<file path="config.mk">
export PLATFORM = sky130hd
export DESIGN_NAME = outstanding_command_tracker
export DESIGN_NICKNAME = d
export VERILOG_FILES = /design/src/design/otr_pkg.sv /design/src/design/otr_issue.sv /design/src/design/otr_pend.sv /design/src/design/outstanding_command_tracker.sv
export SDC_FILE = /design/constraint.sdc
export NUM_CORES = 2
export LEC_CHECK = 0
export ABC_AREA = 1
export BUFFER_PORTS_ARGS = -buffer_cell sky130_fd_sc_hd__buf_2
export CELL_PAD_IN_SITES_DETAIL_PLACEMENT = 1
export CELL_PAD_IN_SITES_GLOBAL_PLACEMENT = 1
export CORE_MARGIN = 5
export CORE_UTILIZATION = 54
export DETAILED_ROUTE_END_ITERATION = 6
export PLACE_DENSITY_LB_ADDON = 0.15
export RECOVER_POWER = 100
export SLEW_MARGIN = 20
export SYNTH_ARGS = -nofsm -noshare
export SYNTH_HDL_FRONTEND = slang
export SYNTH_SLANG_ARGS = --single-unit
</file>
<file path="constraint.sdc">
create_clock -name clk -period 10.1 [get_ports clk]
set_input_delay 2.02 -clock clk [delete_from_list [all_inputs] [get_ports clk]]
set_output_delay 2.02 -clock clk [all_outputs]
set_load 0.02 [all_outputs]
</file>
<file path="src/design/otr_pkg.sv">
// Shared types and codes for the outstanding command tracker.
// Depends on nothing; every other file of the block imports it.
package otr_pkg;

	typedef enum logic [1:0] {
		KIND_ISSUE   = 2'd0,
		KIND_RESP    = 2'd1,
		KIND_TIMEOUT = 2'd2,
		KIND_FLUSH   = 2'd3
	} kind_t;

	typedef enum logic [3:0] {
		EV_ISSUED     = 4'd0,
		EV_QUEUE_FULL = 4'd1,
		EV_TABLE_FULL = 4'd2,
		EV_EXPIRED    = 4'd3,
		EV_MATCHED    = 4'd4,
		EV_DROPPED    = 4'd5,
		EV_REMOVED    = 4'd6,
		EV_NOT_FOUND  = 4'd7,
		EV_FLUSHED    = 4'd8,
		EV_FLUSH_DONE = 4'd9
	} event_t;

	// One result as produced by a sub-unit, before the output register.
	typedef struct packed {
		logic        vld;
		event_t      ev;
		logic [63:0] seq;
		logic        entry_async;
		logic        last;
	} res_t;

	// Pending-entry write from the issue unit to the pending store.
	typedef struct packed {
		logic        en;
		logic [63:0] seq;
		logic        entry_async;
	} push_t;

endpackage

</file>
<file path="src/design/otr_issue.sv">
// Issue unit: command ring tail with wrap bit and the sequence counter.
// Depends on otr_pkg; decides an issue transfer in the cycle it is accepted.
module otr_issue #(
	parameter int CMD_DEPTH = 32
) (
	input  logic                       clk,
	input  logic                       arst_n,
	input  logic                       go,
	input  logic                       want_response,
	input  logic                       is_async,
	input  logic [7:0]                 seq_step,
	input  logic [$clog2(CMD_DEPTH):0] cmd_head,
	input  logic                       pend_full,
	output otr_pkg::res_t              res,
	output logic [$clog2(CMD_DEPTH)-1:0] slot,
	output otr_pkg::push_t             push
);
	import otr_pkg::*;

	localparam int CW = $clog2(CMD_DEPTH);

	logic [CW:0] tail_q;
	logic [63:0] next_seq_q;
	logic        ring_full;
	logic        table_full;
	logic        ok;

	assign ring_full  = cmd_head == {~tail_q[CW], tail_q[CW-1:0]};
	assign table_full = want_response && pend_full;
	assign ok         = !ring_full && !table_full;

	always_comb begin
		res.vld         = go;
		res.seq         = next_seq_q;
		res.entry_async = ok && is_async && want_response;
		res.last        = 1'b1;
		if (ring_full) begin
			res.ev = EV_QUEUE_FULL;
		end else if (table_full) begin
			res.ev = EV_TABLE_FULL;
		end else begin
			res.ev = EV_ISSUED;
		end
	end

	assign slot             = ok ? tail_q[CW-1:0] : '0;
	assign push.en          = go && ok && want_response;
	assign push.seq         = next_seq_q;
	assign push.entry_async = is_async;

	always_ff @(posedge clk or negedge arst_n) begin
		if (!arst_n) begin
			tail_q     <= '0;
			next_seq_q <= '0;
		end else if (go && ok) begin
			tail_q     <= tail_q + 1'b1;
			next_seq_q <= next_seq_q + 64'(seq_step);
		end
	end

endmodule

</file>
<file path="src/design/otr_pend.sv">
// Pending store: sequence/async memory, valid flops, FIFO pointers and the
// walker that serves response, timeout and flush transfers. Depends on otr_pkg.
module otr_pend #(
	parameter int PENDING_DEPTH = 16
) (
	input  logic           clk,
	input  logic           arst_n,
	input  logic           go,
	input  logic [1:0]     kind,
	input  logic [63:0]    resp_seq,
	input  otr_pkg::push_t push,
	output logic           full,
	output logic           busy,
	output otr_pkg::res_t  res
);
	import otr_pkg::*;

	localparam int PW = $clog2(PENDING_DEPTH);

	typedef enum logic [4:0] {
		ST_IDLE = 5'b00001,
		ST_RD   = 5'b00010,
		ST_CHK  = 5'b00100,
		ST_FIN  = 5'b01000,
		ST_SKIP = 5'b10000
	} state_t;

	state_t                     state_q;
	kind_t                      kind_q;
	logic [63:0]                rseq_q;
	logic [PW:0]                head_q;
	logic [PW:0]                tail_q;
	logic [PW:0]                ptr_q;
	logic [PW:0]                rem_q;
	logic [PENDING_DEPTH-1:0]   valid_q;
	logic [64:0]                mem [PENDING_DEPTH];
	logic [64:0]                rd_q;
	logic [PW:0]                used;
	logic                       gt;
	logic                       eq;

	assign used = tail_q - head_q;
	assign full = used[PW];
	assign busy = state_q != ST_IDLE;
	assign gt   = rd_q[63:0] > rseq_q;
	assign eq   = rd_q[63:0] == rseq_q;

	// entry = {async, seq}; read data is registered, valid in the cycle after the address
	always_ff @(posedge clk) begin
		if (push.en) begin
			mem[tail_q[PW-1:0]] <= {push.entry_async, push.seq};
		end
		rd_q <= mem[ptr_q[PW-1:0]];
	end

	always_comb begin
		res = '{vld: 1'b0, ev: EV_DROPPED, seq: rd_q[63:0], entry_async: rd_q[64],
			last: 1'b0};
		case (state_q)
			ST_CHK: begin
				case (kind_q)
					KIND_RESP: begin
						res.vld  = !gt;
						res.ev   = eq ? EV_MATCHED : EV_EXPIRED;
						res.last = eq;
					end
					KIND_TIMEOUT: begin
						res.vld  = eq;
						res.ev   = EV_REMOVED;
						res.last = 1'b1;
					end
					default: begin
						res.vld = 1'b1;
						res.ev  = EV_FLUSHED;
					end
				endcase
			end
			ST_FIN: begin
				res.vld         = 1'b1;
				res.last        = 1'b1;
				res.entry_async = 1'b0;
				res.seq         = rseq_q;
				case (kind_q)
					KIND_RESP:    res.ev = EV_DROPPED;
					KIND_TIMEOUT: res.ev = EV_NOT_FOUND;
					default: begin
						res.ev  = EV_FLUSH_DONE;
						res.seq = '0;
					end
				endcase
			end
			default: ;
		endcase
	end

	always_ff @(posedge clk or negedge arst_n) begin
		if (!arst_n) begin
			state_q <= ST_IDLE;
			kind_q  <= KIND_RESP;
			rseq_q  <= '0;
			head_q  <= '0;
			tail_q  <= '0;
			ptr_q   <= '0;
			rem_q   <= '0;
			valid_q <= '0;
		end else begin
			if (push.en) begin
				valid_q[tail_q[PW-1:0]] <= 1'b1;
				tail_q                  <= tail_q + 1'b1;
			end
			case (state_q)
				ST_IDLE: begin
					if (go) begin
						state_q <= ST_RD;
						kind_q  <= kind_t'(kind);
						rseq_q  <= resp_seq;
						ptr_q   <= head_q;
						rem_q   <= used;
					end
				end
				ST_RD: begin
					if (rem_q == '0) begin
						state_q <= ST_FIN;
					end else if (!valid_q[ptr_q[PW-1:0]]) begin
						// hole: step over it
						ptr_q <= ptr_q + 1'b1;
						rem_q <= rem_q - 1'b1;
						if (kind_q == KIND_RESP) begin
							head_q <= ptr_q + 1'b1;
						end
					end else begin
						state_q <= ST_CHK;
					end
				end
				ST_CHK: begin
					case (kind_q)
						KIND_RESP: begin
							if (gt) begin
								state_q <= ST_FIN;
							end else begin
								valid_q[ptr_q[PW-1:0]] <= 1'b0;
								ptr_q   <= ptr_q + 1'b1;
								rem_q   <= rem_q - 1'b1;
								head_q  <= ptr_q + 1'b1;
								state_q <= eq ? ST_SKIP : ST_RD;
							end
						end
						KIND_TIMEOUT: begin
							if (gt) begin
								state_q <= ST_FIN;
							end else if (eq) begin
								valid_q[ptr_q[PW-1:0]] <= 1'b0;
								state_q <= ST_SKIP;
							end else begin
								ptr_q   <= ptr_q + 1'b1;
								rem_q   <= rem_q - 1'b1;
								state_q <= ST_RD;
							end
						end
						default: begin
							valid_q[ptr_q[PW-1:0]] <= 1'b0;
							ptr_q   <= ptr_q + 1'b1;
							rem_q   <= rem_q - 1'b1;
							state_q <= ST_RD;
						end
					endcase
				end
				ST_FIN: begin
					if (kind_q == KIND_FLUSH) begin
						head_q  <= tail_q;
						state_q <= ST_IDLE;
					end else begin
						state_q <= ST_SKIP;
					end
				end
				ST_SKIP: begin
					if (used != '0 && !valid_q[head_q[PW-1:0]]) begin
						head_q <= head_q + 1'b1;
					end else begin
						state_q <= ST_IDLE;
					end
				end
				default: state_q <= ST_IDLE;
			endcase
		end
	end

endmodule

</file>
<file path="src/design/outstanding_command_tracker.sv">
// Outstanding command tracker: top level, output register and transfer accept.
// Depends on otr_pkg, otr_issue and otr_pend.
//
// A transfer is taken when start is high and busy low. Issue transfers settle
// in the cycle they are taken, so one may be accepted every cycle while busy
// is low. Response, timeout and flush transfers walk the pending FIFO through
// its memory: each valid entry visited is addressed, then compared on the
// registered read data; a hole is stepped over. A transfer that ends without a
// match or removal gives a closing result; response and timeout walks then skip
// holes at the head. Busy is held for the whole walk. Each result sits on the
// outputs for exactly one cycle with strobe high, in the cycle after it is
// produced; the receiver cannot stall it, so it must take every result
// it is shown. last marks the final result of a transfer.
module outstanding_command_tracker #(
	parameter int CMD_DEPTH     = 32,
	parameter int PENDING_DEPTH = 16
) (
	input  logic                         clk,
	input  logic                         arst_n,
	input  logic                         start,
	output logic                         busy,
	input  logic [1:0]                   kind,
	input  logic                         want_response,
	input  logic                         is_async,
	input  logic [7:0]                   seq_step,
	input  logic [$clog2(CMD_DEPTH):0]   cmd_head,
	input  logic [63:0]                  resp_seq,
	output logic                         strobe,
	output logic [3:0]                   event_res,
	output logic [63:0]                  seq,
	output logic                         entry_async,
	output logic [$clog2(CMD_DEPTH)-1:0] cmd_slot,
	output logic                         last
);
	import otr_pkg::*;

	localparam int CW = $clog2(CMD_DEPTH);

	logic          accept;
	logic          iss_go;
	logic          pend_go;
	logic          pend_full;
	res_t          iss_res;
	res_t          pend_res;
	push_t         push;
	logic [CW-1:0] iss_slot;
	res_t          out_q;
	logic [CW-1:0] slot_q;

	assign accept  = start && !busy;
	assign iss_go  = accept && kind == KIND_ISSUE;
	assign pend_go = accept && kind != KIND_ISSUE;

	otr_issue #(
		.CMD_DEPTH(CMD_DEPTH)
	) u_issue (
		.clk          (clk),
		.arst_n       (arst_n),
		.go           (iss_go),
		.want_response(want_response),
		.is_async     (is_async),
		.seq_step     (seq_step),
		.cmd_head     (cmd_head),
		.pend_full    (pend_full),
		.res          (iss_res),
		.slot         (iss_slot),
		.push         (push)
	);

	otr_pend #(
		.PENDING_DEPTH(PENDING_DEPTH)
	) u_pend (
		.clk     (clk),
		.arst_n  (arst_n),
		.go      (pend_go),
		.kind    (kind),
		.resp_seq(resp_seq),
		.push    (push),
		.full    (pend_full),
		.busy    (busy),
		.res     (pend_res)
	);

	// Output register. The two sources never produce in the same cycle:
	// an issue transfer is only taken while the walker is idle.
	always_ff @(posedge clk or negedge arst_n) begin
		if (!arst_n) begin
			out_q  <= '0;
			slot_q <= '0;
		end else begin
			out_q.vld <= iss_res.vld || pend_res.vld;
			if (iss_res.vld) begin
				out_q.ev          <= iss_res.ev;
				out_q.seq         <= iss_res.seq;
				out_q.entry_async <= iss_res.entry_async;
				out_q.last        <= iss_res.last;
				slot_q            <= iss_slot;
			end else begin
				out_q.ev          <= pend_res.ev;
				out_q.seq         <= pend_res.seq;
				out_q.entry_async <= pend_res.entry_async;
				out_q.last        <= pend_res.last;
				slot_q            <= '0;
			end
		end
	end

	assign strobe      = out_q.vld;
	assign event_res   = out_q.ev;
	assign seq         = out_q.seq;
	assign entry_async = out_q.entry_async;
	assign cmd_slot    = slot_q;
	assign last        = out_q.last;

endmodule

</file>
* Yosys cells after proc, flatten, opt, wreduce, memory -nomap -nowiden *
Memories as Yosys holds them, arrays and structs flattened. A register that Yosys moved wholly into a read port is not among the register bits.
Index checks and enable logic that the tools add are counted.

word-level totals
  output and inout port bits = 77
  RAM bits = 1040
  logic and storage cells = 148
  memories = 1
  bits in registers = 253

operators by class
  reductions and logical operators = 29
  muxes and demuxes = 61
  add/subtract/negate cells = 7
  bitwise gates (word level) = 4
  eq/ne operators = 24
  order comparisons = 6

memory list
  memory      depth  bits a word  read ports  clocked after memory_dff  wr ports  line            source
  u_pend.mem  16     65           1           1                         1         otr_pend.sv:36  logic [64:0] mem [PENDING_DEPTH];

operators with widths
  kind                                                               number
  2-to-1 mux 5 bit                                                   28
  2-to-1 mux 16 bit                                                  5
  2-to-1 mux 70 bit                                                  1
  2-to-1 mux 65 bit                                                  1
  adder 64 x 8 -> 64 bit                                             1
  equality test 64 bit                                               1
  > comparator 64 bit                                                1
  2-to-1 mux 64 bit                                                  1
  one-hot mux 5 bit (2 select lines)                                 4
  one-hot mux 16 bit (2 select lines)                                1
  one-hot mux 5 bit (3 select lines)                                 2
  one-hot mux 5 bit (5 select lines)                                 1
  one-hot mux 5 bit (4 select lines)                                 1
  AND 16 bit                                                         1
  NOT 16 bit                                                         1
  OR 16 bit                                                          1
  adder 5 x 1 -> 5 bit, second input constant                        3
  < comparator 4 x 5 -> 1 bit, second input constant                 3
  logical AND 1 bit                                                  12
  != test 2 bit, second input constant                               5
  != test 3 bit, second input constant                               3
  binary-select mux 1 bit (select 4 bit)                             2
  demux 1 bit (select 4 bit)                                         2
  greater-or-equal comparator 4 x 1 -> 1 bit, second input constant  2
  other kinds (33)                                                   48

* Logic depth before layout (Yosys ltp) *
  depth in word-level cells = 12
  gate-level depth with buffers = 20
  mapped depth without buffers = 19

* Modules after synthesis *
From an unflattened synthesis, not the netlist that was laid out.

unflattened totals
  cells, all modules = 5373
  area total of the unflattened synthesis = 57881.8 µm²

by module, submodules not included
  module                       instances  seq. area each (µm²)  area an instance (µm²)  cells each
  otr_pend                     1          35211.3               48990.7                 4093
  otr_issue                    1          1751.7                5998.3                  958
  outstanding_command_tracker  1          1901.8                2892.8                  322

* Worst setup path after synthesis *
OpenSTA, ideal clock, no wires.

  path kind = input to register
  from = in start
  to = mem u_pend.mem[0][0], enable pin
  stages = 8
  setup slack = 3.982 ns
  setup time = 0.491 ns
  arrival = 5.627 ns
  required time = 9.609 ns
  cell sequence = nand2_1 nor3_4 nand2_2 nor2_4 nand2_4 nor2_2 inv_2 nor2_1

on the way
  longest elaborated chain between the ends = 6

ends and longest elaborated chain
  element                                 line                               source
  start, declared                         outstanding_command_tracker.sv:20  input logic start,
  logical AND 1 bit                       outstanding_command_tracker.sv:50  assign accept = start && !busy;
  logical AND 1 bit                       outstanding_command_tracker.sv:51  assign iss_go = accept && kind == KIND_ISSUE;
  logical AND 1 bit (2 in series)         otr_issue.sv:47                    assign push.en = go && ok && want_response;
  2-to-1 mux 1 bit                        otr_pend.sv:50                     if (push.en) begin
  2-to-1 mux 1 bit (implied by the code)  otr_pend.sv:51                     mem[tail_q[PW-1:0]] <= {push.entry_async, push.seq};
  end, declared                           otr_pend.sv:36

Every way passes these cells.

* Final worst setup path *
  from = in start
  to = mem u_pend.mem[10][28], enable pin

Same word-level chain as after synthesis.

==> flow_summary_export.csv <==
group,metric,value,unit
status,status,"complete, but fails checks",
status,violations,"capacitance limit, slew limit",
power,power.internal,11120,µW
die,dieArea,110400,µm²
hold_path,hold_path.class,"flop to flop",
clock_network,cts_made_buffers,144,
power,switching_power,6391,µW
hold_path,hold_depth,2,
global_route,use_met1,40.19,%
timing,fmax,130.5,MHz
placed_design,gp_congestion,0.9068,
power,switching_share,36.50,%
detailed_routing,drt_iter0_drc,4306,
power,power_frac_clock,29.6,%
setup_path,startpoint_type,"primary input",
detailed_routing,viasPerCell,6.152,
timing,fin_crit,7665,ps
clock_network,post_cts_buffers,0,
global_route,antenna_found_initial,2,
power,p_seq_share,41.5,%
setup_path,crit_family,"buffers and inverters",
synthesis,synth_compound_area_share,10.72,%
global_route,grt_first_pass_wirelength,258.6,mm
detailed_routing,firstDrtPassIters,5,
clock_network,cts_hold_buf,0,
synthesis,synth_area,56060,µm²
placed_design,placed_cells,6289,
clock_network,cts_tree,"yes",
setup_path,reg2reg_from,"u_pend.state_q[3]",
synthesis,synth_seq_area_share,69.33,%
setup_path,r2r_end,"u_pend.mem[10][28]",
setup_path,r2r_cells,13,
detailed_routing,routedWlPerCell,26.05,µm
timing,tns,0,ps
detailed_routing,drc,0,
clock_network,clock_sinks,1358,
setup_path,path_buf_inv,4,
global_route,top_usage_layer,"met2",
setup_path,cp_slowest_cell,"clkbuf_1",
setup_path,path_cells,"buf_2, nand2_1, nor3_4, clkbuf_1, nand2_2, nor2_1, nand2_4, nor2_1, inv_2, nor2_4, clkbuf_1",
setup_path,criticalPathCategory,"primary input to flop",
hold_path,hold_end,"u_pend.rem_q[4]",
synthesis,synth_edf_count,1040,
power,p_per_area,279.6,nW/µm²
synthesis,yosysUniqueCellTypes,48,
timing,hold_viol,0,
run,drv_cap,18,
clock_network,clk_pin_slew,60,ps
timing,setup_violations,0,
clock_network,cts_max_level,4,
die,die_width,332.2,µm
detailed_routing,wirelength,170.9,mm
timing,skew,30.07,ps
finish,syn_to_final_growth,11.69,%
synthesis,yosys.area.top_type,"edfxtp_1",
die,core,103300,µm²
power,p_comb_share,28.9,%
power,leakage,0.02236,µW
detailed_routing,route.vias.total,40360,
global_route,grt-ovfl-total,0,
timing,worst_pin_slew,4811,ps
timing,post-route-period-util,75.89,%
die,rows,118,
clock_network,clk_latency,760,ps
synthesis,synth_top_area_share,55.71,%
synthesis,async_flop_share,18.63,%
synthesis,synth_top_family_by_area,"simple AND/OR/NAND/NOR gates",
synthesis,yosys_warnings,0,
finish,stdcell_count,6561,
die,ios,162,
synthesis,yosys.area_share.adder,2.080,%
setup_path,slowest_delay,1810,ps
synthesis,synthSimpleGateAreaFrac,13.30,%
setup_path,arrival,7960,ps
timing,slew_headroom,-220.8,%
synthesis,synthTopCellsByArea,"edfxtp_1 56%, dfrtp_1 11%, nand2_1 6.0%, o21ai_0 5.9%, nor2_1 4.7%",
setup_path,reg2reg_slack,2780,ps
synthesis,syn_nets,5133,
timing,holdWs,485.3,ps
timing,maxSlewViolCount,944,
global_route,met2_usage,50.80,%
synthesis,avgSynthCellArea,11.31,µm²
clock_network,cts_root_buf,"clkbuf_16",
hold_path,hold_path_startpoint,"u_pend.rem_q[4]",
synthesis,muxShareOfSynthArea,0.03794,%
setup_path,cp-end-kind,"flop",
timing,rsz0062_at_grt,"no",
synthesis,yosys-top-cells-count,"1,040 x edfxtp_1, 889 x nand2_1, 703 x nor2_1",
global_route,grt_pass1_vias,42730,
synthesis,netlist_instances,4956,
clock_network,clockBufferDepth,3,
global_route,grtUsageMet3,5.199,%
setup_path,path_max_fanout,30,
power,ir_drop,0.1872,mV
detailed_routing,antenna_left,0,
global_route,grt_max_degree,219,
die,dieHeight,332.2,µm
clock_network,post_cts_resized,0,
setup_path,worst-endpoint-required,10400,ps
synthesis,synthFlopType,"edfxtp_1",
synthesis,synth_xor_area_share,1.156,%
finish,nNetsFinal,5234,
synthesis,ys_seq_elements,1358,
die,initial_utilization,54.24,%
placed_design,hpwl,100.8,mm
placed_design,port_buffers,161,
finish,final_core_util,60.59,%
global_route,grt_util_all_layers,30.41,%
synthesis,yosysMostFrequentCell,"edfxtp_1",
finish,drive_above_1_share,6.951,%
[sequential cells by signal, indices dropped and copies added (netlist names)]
register / count
u_issue.next_seq_q: 64
u_pend.ptr_q: 5
u_pend.kind_q: 2
u_pend.valid_q: 16
seq: 64
u_pend.head_q: 5
u_pend.rd_q: 65
entry_async: 1
u_pend.state_q: 5
u_pend.tail_q: 5
cmd_slot: 5
strobe: 1
last: 1
u_issue.tail_q: 6
u_pend.rseq_q: 64
u_pend.rem_q: 5
event_res: 4
u_pend.mem: 1040
[cells by family after synthesis]
group,count (synthesis)
AND/OR/NAND/NOR,1839
flip-flops,1358
AO/OA/AOI/OAI,1091
buffers and inverters,500
adder cells (fa/ha/maj),92
XOR/XNOR,74
multiplexers,2
[worst max path at each step]
| stage | depth (start not counted) | to | start |
|---|---|---|---|
| 6_report | 11 | u_pend.mem[10][28] | start |
| 4_1_cts | 11 | u_pend.mem[6][30] | start |
| 3_3_place_gp | 11 | u_pend.mem[6][26] | start |
| 5_1_grt | 11 | u_pend.mem[10][28] | start |
| 2_1_floorplan | 8 | u_pend.mem[0][0] | start |
| 3_5_place_dp | 11 | u_pend.mem[6][26] | start |
[power groups by stage]
stage / sequential [µW] / combinational (µW) / clock, µW
after floorplan: 7270 / 3140 / 0
after global routing: 7330 / 5570 / 5500
after global placement: 7330 / 4740 / 0
final: 7270 / 5060 / 5180
after CTS: 7270 / 5080 / 5230
after detailed placement: 7370 / 4990 / 0
[worst register-to-register path, stage by stage, from the launching register on]
cell	delay, ps
dfrtp_1	400
nor2_1	240
inv_2	70
nor4_4	210
nand2_1	200
nor3_4	140
clkbuf_1	1600
nand2_2	130
nor2_1	1320
nand2_4	190
nor2_1	250
inv_2	120
nor2_4	100
clkbuf_1	1810
[cell usage in the layout, fill, tap and decap left out, types with 41 or more instances in the layout]
cell type	instances
ha_1	90
o21ai_0	665
nor2_1	701
o211ai_1	70
buf_2	83
clkbuf_16	148
dfrtp_1	251
clkbuf_1	141
nor3_1	41
a21oi_1	72
xor2_1	52
edfxtp_1	1040
dfxtp_1	65
nand2_1	888
nand4_1	103
nand3_1	65
o22ai_1	264
inv_1	228
[metrics by stage]
stage               setup WS (ps)  power (µW)  area [µm²]
global placement             4147       12070       58210
detailed placement           3991       12360       58230
CTS                          4764       17580       62840
global route                 2306       18400       62610
floorplan                    3982       10410       56060
finish                       2435       17510       62620
[routing by layer]
| metal | up-vias | share of wire (%) |
|---|---|---|
| met5 | - | 0 |
| met4 | 0 | 3.7 |
| met3 | 360 | 7.0 |
| met2 | 1561 | 49 |
| met1 | 20740 | 40 |
| li1 | 17700 | - |
[cell type report]
| type | instances | area (µm²) |
|---|---|---|
| Clock inverter | 57 | 525.5 |
| Fill cell | 10640 | 40730 |
| Multi-Input combinational cell | 3098 | 15350 |
| Inverter | 234 | 890.9 |
| Tap cell | 1380 | 1727 |
| Timing Repair Buffer | 221 | 1167 |
| Clock buffer | 211 | 4080 |
| Sequential cell | 1358 | 38860 |
| Antenna cell | 2 | 5.005 |
Power figures use the tool's default switching activity.
